**src/sv/rlp_pkg.sv**
```systemverilog
`default_nettype none

package rlp_pkg;

  // Bytes in the length field of an input request.
  localparam int LEN_BYTES = 4;
  // Most length bytes that a long header may carry.
  localparam int LEN_BYTES_MAX = 4;
  // Width of a length-byte count (0 to LEN_BYTES).
  localparam int NW = $clog2(LEN_BYTES + 1);
  // Width of an index into the length bytes.
  localparam int IW = (LEN_BYTES > 1) ? $clog2(LEN_BYTES) : 1;

  // Command queue between front and back.
  localparam int QDEPTH = 2;
  localparam int QAW = (QDEPTH > 1) ? $clog2(QDEPTH) : 1;
  localparam int QCW = $clog2(QDEPTH + 1);

  // Header bases and thresholds.
  localparam logic [7:0] STR_SHORT_BASE  = 8'h80;
  localparam logic [7:0] STR_LONG_BASE   = 8'hb7;
  localparam logic [7:0] LIST_SHORT_BASE = 8'hc0;
  localparam logic [7:0] LIST_LONG_BASE  = 8'hf7;
  localparam logic [7:0] STR_ONE_BYTE    = 8'h81;
  localparam logic [31:0] SHORT_MAX      = 32'd55;
  localparam logic [7:0] SELF_MAX        = 8'd127;

  // Request actions.
  typedef enum logic [1:0] {
    ACT_START = 2'd0,
    ACT_DATA  = 2'd1,
    ACT_LIST  = 2'd2
  } action_t;

  // One command for the back end: a head byte, then tail_len bytes taken
  // from len, most significant first.
  typedef struct packed {
    logic [7:0]            head;
    logic                  head_complete;
    logic                  head_error;
    logic [NW-1:0]         tail_len;
    logic                  tail_complete;
    logic [8*LEN_BYTES-1:0] len;
  } cmd_t;

endpackage

`default_nettype wire

```
**src/sv/rlp_front.sv**
```systemverilog
`default_nettype none

module rlp_front (
  input  logic                  clk,
  input  logic                  rst,
  input  logic                  in_valid,
  output logic                  in_stall,
  input  logic [1:0]            action,
  input  logic [31:0]           length,
  input  logic [7:0]            data_byte,
  input  logic                  q_full,
  output logic                  push,
  output rlp_pkg::cmd_t         cmd
);
  import rlp_pkg::*;

  logic [31:0]   bytes_remaining;
  logic [31:0]   bytes_remaining_next;
  logic          single_pending;
  logic          single_pending_next;
  logic          accept;
  logic [NW-1:0] n;
  logic          too_long;

  // A request is taken whenever the queue has room.
  assign in_stall = q_full;
  assign accept   = in_valid && !q_full;

  // Number of significant bytes in the length.
  always_comb begin
    n = '0;
    for (int i = 0; i < LEN_BYTES; i++) begin
      if (length[8*i +: 8] != 8'd0) begin
        n = NW'(i + 1);
      end
    end
    too_long = int'(n) > LEN_BYTES_MAX;
  end

  // Classify the request and build the command for the back end.
  always_comb begin
    bytes_remaining_next = bytes_remaining;
    single_pending_next  = single_pending;
    push = 1'b0;
    cmd  = '0;
    case (action)
      ACT_START: begin
        bytes_remaining_next = '0;
        single_pending_next  = 1'b0;
        if (length == 32'd0) begin
          push = 1'b1;
          cmd.head = STR_SHORT_BASE;
          cmd.head_complete = 1'b1;
        end else if (length == 32'd1) begin
          single_pending_next = 1'b1;
        end else if (length <= SHORT_MAX) begin
          push = 1'b1;
          cmd.head = STR_SHORT_BASE + length[7:0];
          bytes_remaining_next = length;
        end else if (too_long) begin
          push = 1'b1;
          cmd.head_error = 1'b1;
        end else begin
          push = 1'b1;
          cmd.head = STR_LONG_BASE + 8'(n);
          cmd.tail_len = n;
          cmd.len = length;
          bytes_remaining_next = length;
        end
      end
      ACT_DATA: begin
        push = 1'b1;
        if (single_pending) begin
          single_pending_next  = 1'b0;
          bytes_remaining_next = '0;
          if (data_byte == 8'd0) begin
            cmd.head = STR_SHORT_BASE;
            cmd.head_complete = 1'b1;
          end else if (data_byte <= SELF_MAX) begin
            cmd.head = data_byte;
            cmd.head_complete = 1'b1;
          end else begin
            cmd.head = STR_ONE_BYTE;
            cmd.tail_len = NW'(1);
            cmd.tail_complete = 1'b1;
            cmd.len = {{(8*LEN_BYTES-8){1'b0}}, data_byte};
          end
        end else if (bytes_remaining != 32'd0) begin
          bytes_remaining_next = bytes_remaining - 32'd1;
          cmd.head = data_byte;
          cmd.head_complete = (bytes_remaining == 32'd1);
        end else begin
          cmd.head_error = 1'b1;
        end
      end
      ACT_LIST: begin
        bytes_remaining_next = '0;
        single_pending_next  = 1'b0;
        push = 1'b1;
        if (length <= SHORT_MAX) begin
          cmd.head = LIST_SHORT_BASE + length[7:0];
          cmd.head_complete = (length == 32'd0);
        end else if (too_long) begin
          cmd.head_error = 1'b1;
        end else begin
          cmd.head = LIST_LONG_BASE + 8'(n);
          cmd.tail_len = n;
          cmd.len = length;
        end
      end
      default: begin
        push = 1'b0;
      end
    endcase
    if (!accept) begin
      push = 1'b0;
      bytes_remaining_next = bytes_remaining;
      single_pending_next  = single_pending;
    end
  end

  // Open-item state.
  always_ff @(posedge clk) begin
    if (rst) begin
      bytes_remaining <= '0;
      single_pending  <= 1'b0;
    end else begin
      bytes_remaining <= bytes_remaining_next;
      single_pending  <= single_pending_next;
    end
  end

endmodule

`default_nettype wire

```
**src/sv/rlp_queue.sv**
```systemverilog
`default_nettype none

module rlp_queue (
  input  logic          clk,
  input  logic          rst,
  input  logic          push,
  input  rlp_pkg::cmd_t push_cmd,
  output logic          full,
  input  logic          pop,
  output logic          head_valid,
  output rlp_pkg::cmd_t head_cmd
);
  import rlp_pkg::*;

  cmd_t           entries [QDEPTH];
  logic [QAW-1:0] wptr;
  logic [QAW-1:0] rptr;
  logic [QCW-1:0] count;
  logic           do_push;
  logic           do_pop;

  assign full       = (count == QCW'(QDEPTH));
  assign head_valid = (count != '0);
  assign head_cmd   = entries[rptr];
  assign do_push    = push && !full;
  assign do_pop     = pop && head_valid;

  // Entry storage.
  always_ff @(posedge clk) begin
    if (do_push) begin
      entries[wptr] <= push_cmd;
    end
  end

  // Pointers and fill count.
  always_ff @(posedge clk) begin
    if (rst) begin
      wptr  <= '0;
      rptr  <= '0;
      count <= '0;
    end else begin
      if (do_push) begin
        wptr <= (wptr == QAW'(QDEPTH - 1)) ? '0 : wptr + 1'b1;
      end
      if (do_pop) begin
        rptr <= (rptr == QAW'(QDEPTH - 1)) ? '0 : rptr + 1'b1;
      end
      case ({do_push, do_pop})
        2'b10:   count <= count + 1'b1;
        2'b01:   count <= count - 1'b1;
        default: count <= count;
      endcase
    end
  end

endmodule

`default_nettype wire

```
**src/sv/rlp_back.sv**
```systemverilog
`default_nettype none

module rlp_back (
  input  logic          clk,
  input  logic          rst,
  input  logic          q_valid,
  input  rlp_pkg::cmd_t q_cmd,
  output logic          pop,
  output logic          out_valid,
  input  logic          out_stall,
  output logic [7:0]    out_byte,
  output logic          last_of_run,
  output logic          item_complete,
  output logic          error
);
  import rlp_pkg::*;

  cmd_t           cur;
  logic           busy;
  logic [IW-1:0]  idx;
  logic           advance;

  // The output register may load when it is empty or being taken.
  assign advance = !out_valid || !out_stall;
  assign pop     = advance && !busy && q_valid;

  // Emit the head of a new command, then its tail bytes one per cycle while out_stall is low.
  always_ff @(posedge clk) begin
    if (rst) begin
      out_valid <= 1'b0;
      busy      <= 1'b0;
    end else if (advance) begin
      if (busy) begin
        out_valid     <= 1'b1;
        out_byte      <= cur.len[8*idx +: 8];
        last_of_run   <= (idx == '0);
        item_complete <= (idx == '0) && cur.tail_complete;
        error         <= 1'b0;
        if (idx == '0) begin
          busy <= 1'b0;
        end else begin
          idx <= idx - 1'b1;
        end
      end else if (q_valid) begin
        out_valid     <= 1'b1;
        out_byte      <= q_cmd.head;
        last_of_run   <= (q_cmd.tail_len == '0);
        item_complete <= q_cmd.head_complete;
        error         <= q_cmd.head_error;
        if (q_cmd.tail_len != '0) begin
          busy <= 1'b1;
          cur  <= q_cmd;
          idx  <= IW'(q_cmd.tail_len - 1'b1);
        end
      end else begin
        out_valid <= 1'b0;
      end
    end
  end

endmodule

`default_nettype wire

```
**src/sv/rlp_header_encoder.sv**
```systemverilog
// Streaming framer for Recursive Length Prefix byte strings and list headers.
// Input channel: in_valid/in_stall with action, length and data_byte. A start
// request opens a byte string and, unless its length is one, emits its header;
// data requests pass the payload bytes, and a list request emits a list header.
// Output channel: out_valid/out_stall with out_byte, last_of_run (final byte
// caused by one request), item_complete (byte that ends an item) and error.
// The first byte of a request is written into the command queue and then
// loaded into the output register before it is offered on the output.
// Rate: one request per cycle while each request gives at most one byte and
// out_stall is low; a long header gives its head, then n length bytes, and a
// high single-byte string 0x81, then its byte. The 1-byte output stage sets the rate.
// A two-entry command queue sits between the classifying front end and the
// output stage, so requests keep being taken while a byte waits to be taken.
// in_stall rises only when that queue is full.
// When out_stall is high the output byte and its flags hold, the queue fills
// and then in_stall stalls the sender. Requests that give no byte (a
// length-one start, an unused action) are taken without queue space use.
// Reset (rst, synchronous) empties the queue and the output stage and closes
// any open item.
`default_nettype none

module rlp_header_encoder (
  input  logic        clk,
  input  logic        rst,
  input  logic        in_valid,
  output logic        in_stall,
  input  logic [1:0]  action,
  input  logic [31:0] length,
  input  logic [7:0]  data_byte,
  output logic        out_valid,
  input  logic        out_stall,
  output logic [7:0]  out_byte,
  output logic        last_of_run,
  output logic        item_complete,
  output logic        error
);
  import rlp_pkg::*;

  logic q_full;
  logic push;
  cmd_t push_cmd;
  logic pop;
  logic q_valid;
  cmd_t q_cmd;

  // Front end: state of the open item and classification.
  rlp_front u_front (
    .clk       (clk),
    .rst       (rst),
    .in_valid  (in_valid),
    .in_stall  (in_stall),
    .action    (action),
    .length    (length),
    .data_byte (data_byte),
    .q_full    (q_full),
    .push      (push),
    .cmd       (push_cmd)
  );

  // Command queue.
  rlp_queue u_queue (
    .clk        (clk),
    .rst        (rst),
    .push       (push),
    .push_cmd   (push_cmd),
    .full       (q_full),
    .pop        (pop),
    .head_valid (q_valid),
    .head_cmd   (q_cmd)
  );

  // Back end: byte sequencer and output register.
  rlp_back u_back (
    .clk           (clk),
    .rst           (rst),
    .q_valid       (q_valid),
    .q_cmd         (q_cmd),
    .pop           (pop),
    .out_valid     (out_valid),
    .out_stall     (out_stall),
    .out_byte      (out_byte),
    .last_of_run   (last_of_run),
    .item_complete (item_complete),
    .error         (error)
  );

endmodule

`default_nettype wire

```
**config.mk**
```make
export PLATFORM = sky130hd
export DESIGN_NAME = rlp_header_encoder
export DESIGN_NICKNAME = d
export VERILOG_FILES = /design/src/sv/rlp_pkg.sv /design/src/sv/rlp_front.sv /design/src/sv/rlp_queue.sv /design/src/sv/rlp_back.sv /design/src/sv/rlp_header_encoder.sv
export SDC_FILE = /design/constraint.sdc
export NUM_CORES = 1
export LEC_CHECK = 0
export BUFFER_PORTS_ARGS = -buffer_cell sky130_fd_sc_hd__buf_2
export CORE_MARGIN = 10
export CORE_UTILIZATION = 50
export CTS_CLUSTER_SIZE = 8
export DETAILED_ROUTE_END_ITERATION = 12
export GPL_TIMING_DRIVEN = 0
export PLACE_DENSITY = 0.72
export RECOVER_POWER = 25
export SYNTH_ARGS = -nofsm -noshare
export SYNTH_HDL_FRONTEND = slang
export SYNTH_SLANG_ARGS = --single-unit
```
**constraint.sdc**
```tcl
create_clock -name clk -period 3.6 [get_ports clk]
set_input_delay 0.54 -clock clk [delete_from_list [all_inputs] [get_ports clk]]
set_output_delay 0.54 -clock clk [all_outputs]
set_load 0.02 [all_outputs]
```
---- Word level (Yosys, flattened, before mapping) ----
Memories as Yosys holds them, arrays and structs flattened. A register that Yosys moved wholly into a read port is not among the register bits.
Index checks and enable logic that the tools add are counted.
word-level totals
  bits in registers ....................... 85
  input bits .............................. 46
  memories ................................ 1
  word-level logic and storage cells ...... 146
  RAM bits ................................ 92
  output and inout port bits .............. 13
operators by class
  shifts and indexed selects .............. 1
  equality and inequality tests ........... 9
  reduce and logical (&&, ||, !) cells .... 34
  bitwise gates (word level) .............. 2
  add/sub/neg operators ................... 11
  $lt $le $gt $ge ......................... 3
  mux-type cells .......................... 71
memory list
  memory           depth  width  read ports  clocked after memory_dff  wr ports  RTL line         source
  u_queue.entries  2      46     1           1                         1         rlp_queue.sv:15  cmd_t entries [QDEPTH];
operators by type and width
  cell                   count
  $mux 32                9
  $pmux 32 s3            2
  $mux 36                2
  $mux 8                 9
  $eq 32x1->1 const B    2
  $pmux 13 s3            1
  $mux 34                1
  $le 32x6->1 const B    1
  $logic_not 32->1       1
  $reduce_bool 32->1     1
  $reduce_bool 8->1      4
  $shiftx 32x6->8        1
  $sub 32x1->32 const B  1
  $mux 1                 30
  $mux 9                 3
  $add 8x8->8 const A    2
  $mux 2                 6
  $mux 4                 3
  $reduce_and 5->1       2
  $reduce_bool 2->1      5
  $add 8x3->8 const A    1
  $le 8x7->1 const B     1
  $logic_not 8->1        1
  $add 5x4->6 const A    1
  21 further kinds       41

---- Longest topological paths before layout ----
  depth in word-level cells ............... 11
  depth in mapped cells ................... 10
  depth with buffers taken out ............ 10

---- Modules after synthesis ----
Synthesis repeated with hierarchy kept, for this count alone.
second synthesis, totals
  cells, all modules ...................... 714
  area, all modules ....................... 8682.1 um^2
modules (own cells, without submodules)
  module     seq. area each (um^2)  area an instance (um^2)  times used  cells an instance
  rlp_queue  2862.7                 3532.1                   1           169
  rlp_front  660.6                  3235.6                   1           437
  rlp_back   1421.4                 1914.3                   1           108

---- Worst setup path before layout ----
Ideal clock, no wire load.
  path kind ............................... input port to flip-flop
  from .................................... in length[6]
  to ...................................... mem u_queue.entries[0][0] (netlist name) (enable)
  data arrival time ....................... 3423 ps
  path buffers ............................ 0
  data required time ...................... 3150 ps
  slack ................................... -273 ps
  library setup time ...................... 450 ps
  stages on the path ...................... 7
  cells stage by stage .................... inv_1 -> ha_1 -> or4b_2 -> nor3_1 -> a41oi_1 -> o21ai_0 -> nor2_1
between the ends
  cells in the longest elaborated chain, start to end .. 8
  elaborated cells between the ends (all ways) .. 9
  those cells by class .................... eq/ne (1); mux (6); reduce/logical (2)
ends and longest elaborated chain
  element                         RTL line                  source
  start: declaration              rlp_header_encoder.sv:28  input logic [31:0] length,
  $eq 32x1->1                     rlp_front.sv:54           end else if (length == 32'd1) begin
  $mux 1                          rlp_front.sv:54
  $mux 1 *                        rlp_front.sv:50           if (length == 32'd0) begin
  $pmux 1 s2 *                    rlp_front.sv:46           case (action)
  $mux 1 *                        rlp_front.sv:115          if (!accept) begin
  $logic_and 1x1->1 *             rlp_queue.sv:25           assign do_push = push && !full;
  $mux 1 *                        rlp_queue.sv:30           if (do_push) begin
  $mux 1 (not written as such) *  rlp_queue.sv:31           entries[wptr] <= push_cmd;
  end: declaration                rlp_queue.sv:15
Every way passes the cells marked *; elsewhere a longest branch is shown, timed or not.

---- Worst setup path after layout ----
  from .................................... in length[6]
  to ...................................... reg u_queue.count[1]
between the ends
  cells in the longest elaborated chain, start to end .. 8
  elaborated cells between the ends (all ways) .. 11
  those cells by class .................... eq/ne (3); mux (5); reduce/logical (3)
ends and longest elaborated chain
  element                                                 RTL line          source
  $eq 32x1->1                                             rlp_front.sv:54
  $mux 1                                                  rlp_front.sv:54
  $mux 1 *                                                rlp_front.sv:50
  $pmux 1 s2 *                                            rlp_front.sv:46
  $mux 1 *                                                rlp_front.sv:115
  $logic_and 1x1->1 *                                     rlp_queue.sv:25
  $eq 2x1->1 / $eq 2x2->1 (equally long branches)         rlp_queue.sv:48   case ({do_push, do_pop})
  $pmux 2 s2 / $reduce_bool 2->1 (equally long branches)  --
  end signal: assignment                                  rlp_queue.sv:49   2'b10: count <= count + 1'b1;
  end signal: assignment                                  rlp_queue.sv:50   2'b01: count <= count - 1'b1;
  end signal: assignment                                  rlp_queue.sv:51   default: count <= count;
  end: declaration                                        rlp_queue.sv:18   logic [QCW-1:0] count;
Marks and branches as above.
A chain may end at the register's enable or synchronous reset.

==> flow_summary_export.csv <==
group,metric,value,unit
floorplanning,start_util,50.5,%
yosys,ys_warn_count,0,
yosys,synth_top_cell_area_share,47.9,%
yosys,synth_fp_nets,767,
global_route,overflow,0,
timing,rsz0062_at_grt,"false",
clock_tree,hold_buffers,0,
outcome,status,"complete, but fails checks",
placement,dp_hpwl,16700,um
power,p_per_area,644,mW/mm2
yosys,synth_area,0.00864,mm2
worst_setup_path,path_cells,"buf_2 > inv_1 > ha_1 > or4b_2 > nor3_1 > a41oi_1 > o21ai_0 > ha_1 > or3_1 > a21oi_1",
yosys,ys_async_sr_fraction,0,%
timing,worst_slew_pin_slew,1720,ps
yosys,synthTopCellsByArea,"edfxtp_1 (48%), dfxtp_1 (9.3%), mux2_2 (4.3%), a21oi_1 (2.5%), and2_1 (2.2%)",
power,p_int,4270,uW
floorplanning,die_area,0.0229,mm2
job,drv_cap,2,
floorplanning,ioPinCount,59,
global_route,track_usage,20.1,%
clock_tree,clockBufferDepth,2,
worst_setup_path,crit_type,"primary input to flip-flop",
yosys,synth_edf_count,138,
power,seqPwrFrac,45.0,%
worst_setup_path,cp.arrival,3730,ps
yosys,ys_ff_latch,178,
placement,dpl.cell_count,994,
worst_setup_path,worstPathMaxFanout,4,
clock_tree,cts_tree,"built",
yosys,synthCells,710,
drt,vias,6417,
floorplanning,die_x,151,um
floorplanning,die_h,151,um
drt,wl,22500,um
yosys,synth_flop_cell,"edfxtp_1",
placement,place_area,0.00932,mm2
worst_setup_path,setup.worst_path.start_class,"primary input",
yosys,seq_area_frac_synth,57.2,%
timing,period_share,93.8,%
global_route,grt_pass1_wl,35100,um
global_route,grt_pass1_vias,6223,
clock_tree,clock_latency,430,ps
clock_tree,cts_sinks,178,
worst_setup_path,cpPeakStageDelay,640,ps
power,p_leak,0.00333,uW
worst_setup_path,crit_slowest_cell,"or4b_2",
power,p_clk_share,27.1,%
power,switching_share,32.5,%
final_layout,antenna_cells,0,
timing,setup_viol,0,
yosys,ys_top_cells_by_count,"edfxtp_1 (138), a21oi_1 (44), nand2_1 (44)",
final_layout,drive_above_1_share,17.7,%
power,finalPower,6330,uW
floorplanning,num_rows,48,
timing,slew_violations,13,
timing,fin_skew,9.08,ps
power,switching_power,2060,uW
drt,drc_errors,0,
global_route,antenna_found_initial,0,
final_layout,fin_area,0.00982,mm2
clock_tree,post_cts_buffers,0,
final_layout,fin_nets,845,
yosys,yosysTopAreaCell,"edfxtp_1",
final_layout,final_cells,1026,
min_path,hp-class,"primary input to flip-flop",
drt,firstDrtPassIters,5,
timing,max_freq,0.296,GHz
yosys,ys_types,70,
clock_tree,ctsResizeCount,0,
placement,gp_congestion,0.968,
power,ir_drop,0.392,mV
worst_setup_path,cp-end-kind,"flip-flop",
final_layout,area_growth,13.7,%
clock_tree,cts_buffers,17,
timing,holdWs,401,ps
drt,detail_route.iter0.violations,781,
clock_tree,clockRootBuffer,"clkbuf_16",
drt,postRouteAntennaNets,0,
worst_setup_path,crit_top_cell,"ha_1",
timing,fin_crit,3380,ps
global_route,grt_max_degree,26,
drt,vias_per_cell,6.25,
clock_tree,path_clk_slew,70,ps
timing,hold_viol,0,
drt,wl_per_cell,21.9,um
timing,slew_headroom,-15.3,%
floorplanning,coreArea,0.0171,mm2
worst_setup_path,cp.required,3960,ps
clock_tree,htree_levels,4,
power,pwr-share-comb,28.0,%
yosys,avgSynthCellArea,12.2,um2
yosys,yosysMostFrequentCell,"edfxtp_1",
placement,place.port_buffers,56,
outcome,violations,"max-capacitance violations, max-slew violations",
-- power groups by stage --
stage / registers [uW] / clock network (uW) / logic (uW)
floorplan: 2900 / 0 / 1200
global route: 2880 / 1840 / 1950
detailed placement: 2880 / 0 / 1790
finish: 2850 / 1710 / 1770
CTS: 2840 / 1730 / 1800
global placement: 2880 / 0 / 1690
-- area by class of cell --
class                   count  area, um2
plain buffers              41        216
clock inverters            10       80.1
fillers                  1444       7290
clock buffers              22        464
inverters                  17       63.8
well taps                 225        282
repair buffers             59        344
multi-input cells         474       3430
flip-flops and latches    178       4940
-- cells by family after synthesis --
family	after synthesis	share of synthesized area, %
AND/OR/NAND/NOR	217	14.4
multiplexers	54	7.89
XOR/XNOR	13	1.32
flip-flops	178	57.2
AO/OA/AOI/OAI	179	14.2
adder cells (fa/ha/maj)	11	1.59
buffers and inverters	58	3.36
-- routing by layer --
layer  part of all wire (%)  routed length [um]  up-vias  global-route usage [%]
met5                      0                   0        -                       0
met1                     42                9490     3141                    25.6
met2                     49               11100      269                    33.2
met3                    5.9                1320       47                    4.51
li1                       -                   -     2960                       -
met4                    2.5                 572        0                    6.45
-- final timing paths --
check                                                start                endpoint  slack [ps]  cells past startpoint
worst max-delay path                             length[6]        u_queue.count[1]         220                     10
worst min-delay path                             out_stall        u_back.out_valid         400                      3
worst max register to register  u_front.bytes_remaining[9]  u_queue.entries[1][45]         620                      6
worst min register to register                u_queue.rptr               flip-flop         510                      2
-- registers in the layout, summed over array words and instances, names as in the netlist, named ones only --
name	count
u_queue.count	2
u_queue.rptr	1
u_back.busy	1
u_queue.entries	92
u_back.out_byte	8
u_back.error	1
u_back.cur	33
u_back.last_of_run	1
u_back.idx	2
u_back.item_complete	1
u_front.bytes_remaining	32
u_queue.wptr	1
u_front.single_pending	1
u_back.out_valid	1
-- layout by cell type, fill, tap and decap left out, types with 17 or more instances in the layout --
cell / n
edfxtp_1: 138
clkbuf_1: 45
buf_2: 45
a21oi_1: 44
nand2_1: 44
dfxtp_1: 40
mux2_2: 32
o21ai_0: 31
and2_1: 30
nor4_1: 28
nor2_1: 26
nor3_1: 20
a211oi_1: 18
inv_1: 17
clkbuf_16: 17
-- metrics by stage --
step	util, %	setup TNS [ps]	setup slack (ps)
2_1_floorplan	-	-25140	-273
3_3_place_gp	53.8	-162130	-1770
3_5_place_dp	54.4	-2460	-171
4_1_cts	57.6	0	271
5_1_grt	57.4	0	72.8
6_report	57.4	0	224
-- worst max-delay path: cells and delay by family --
family / cells / cell delay (ps)
AOI/OAI and AO/OA: 3 / 980
adders and majority gates: 2 / 560
and+or+nand+nor: 3 / 1370
buffers and inverters: 2 / 260
(Power assumes the default switching activity.)
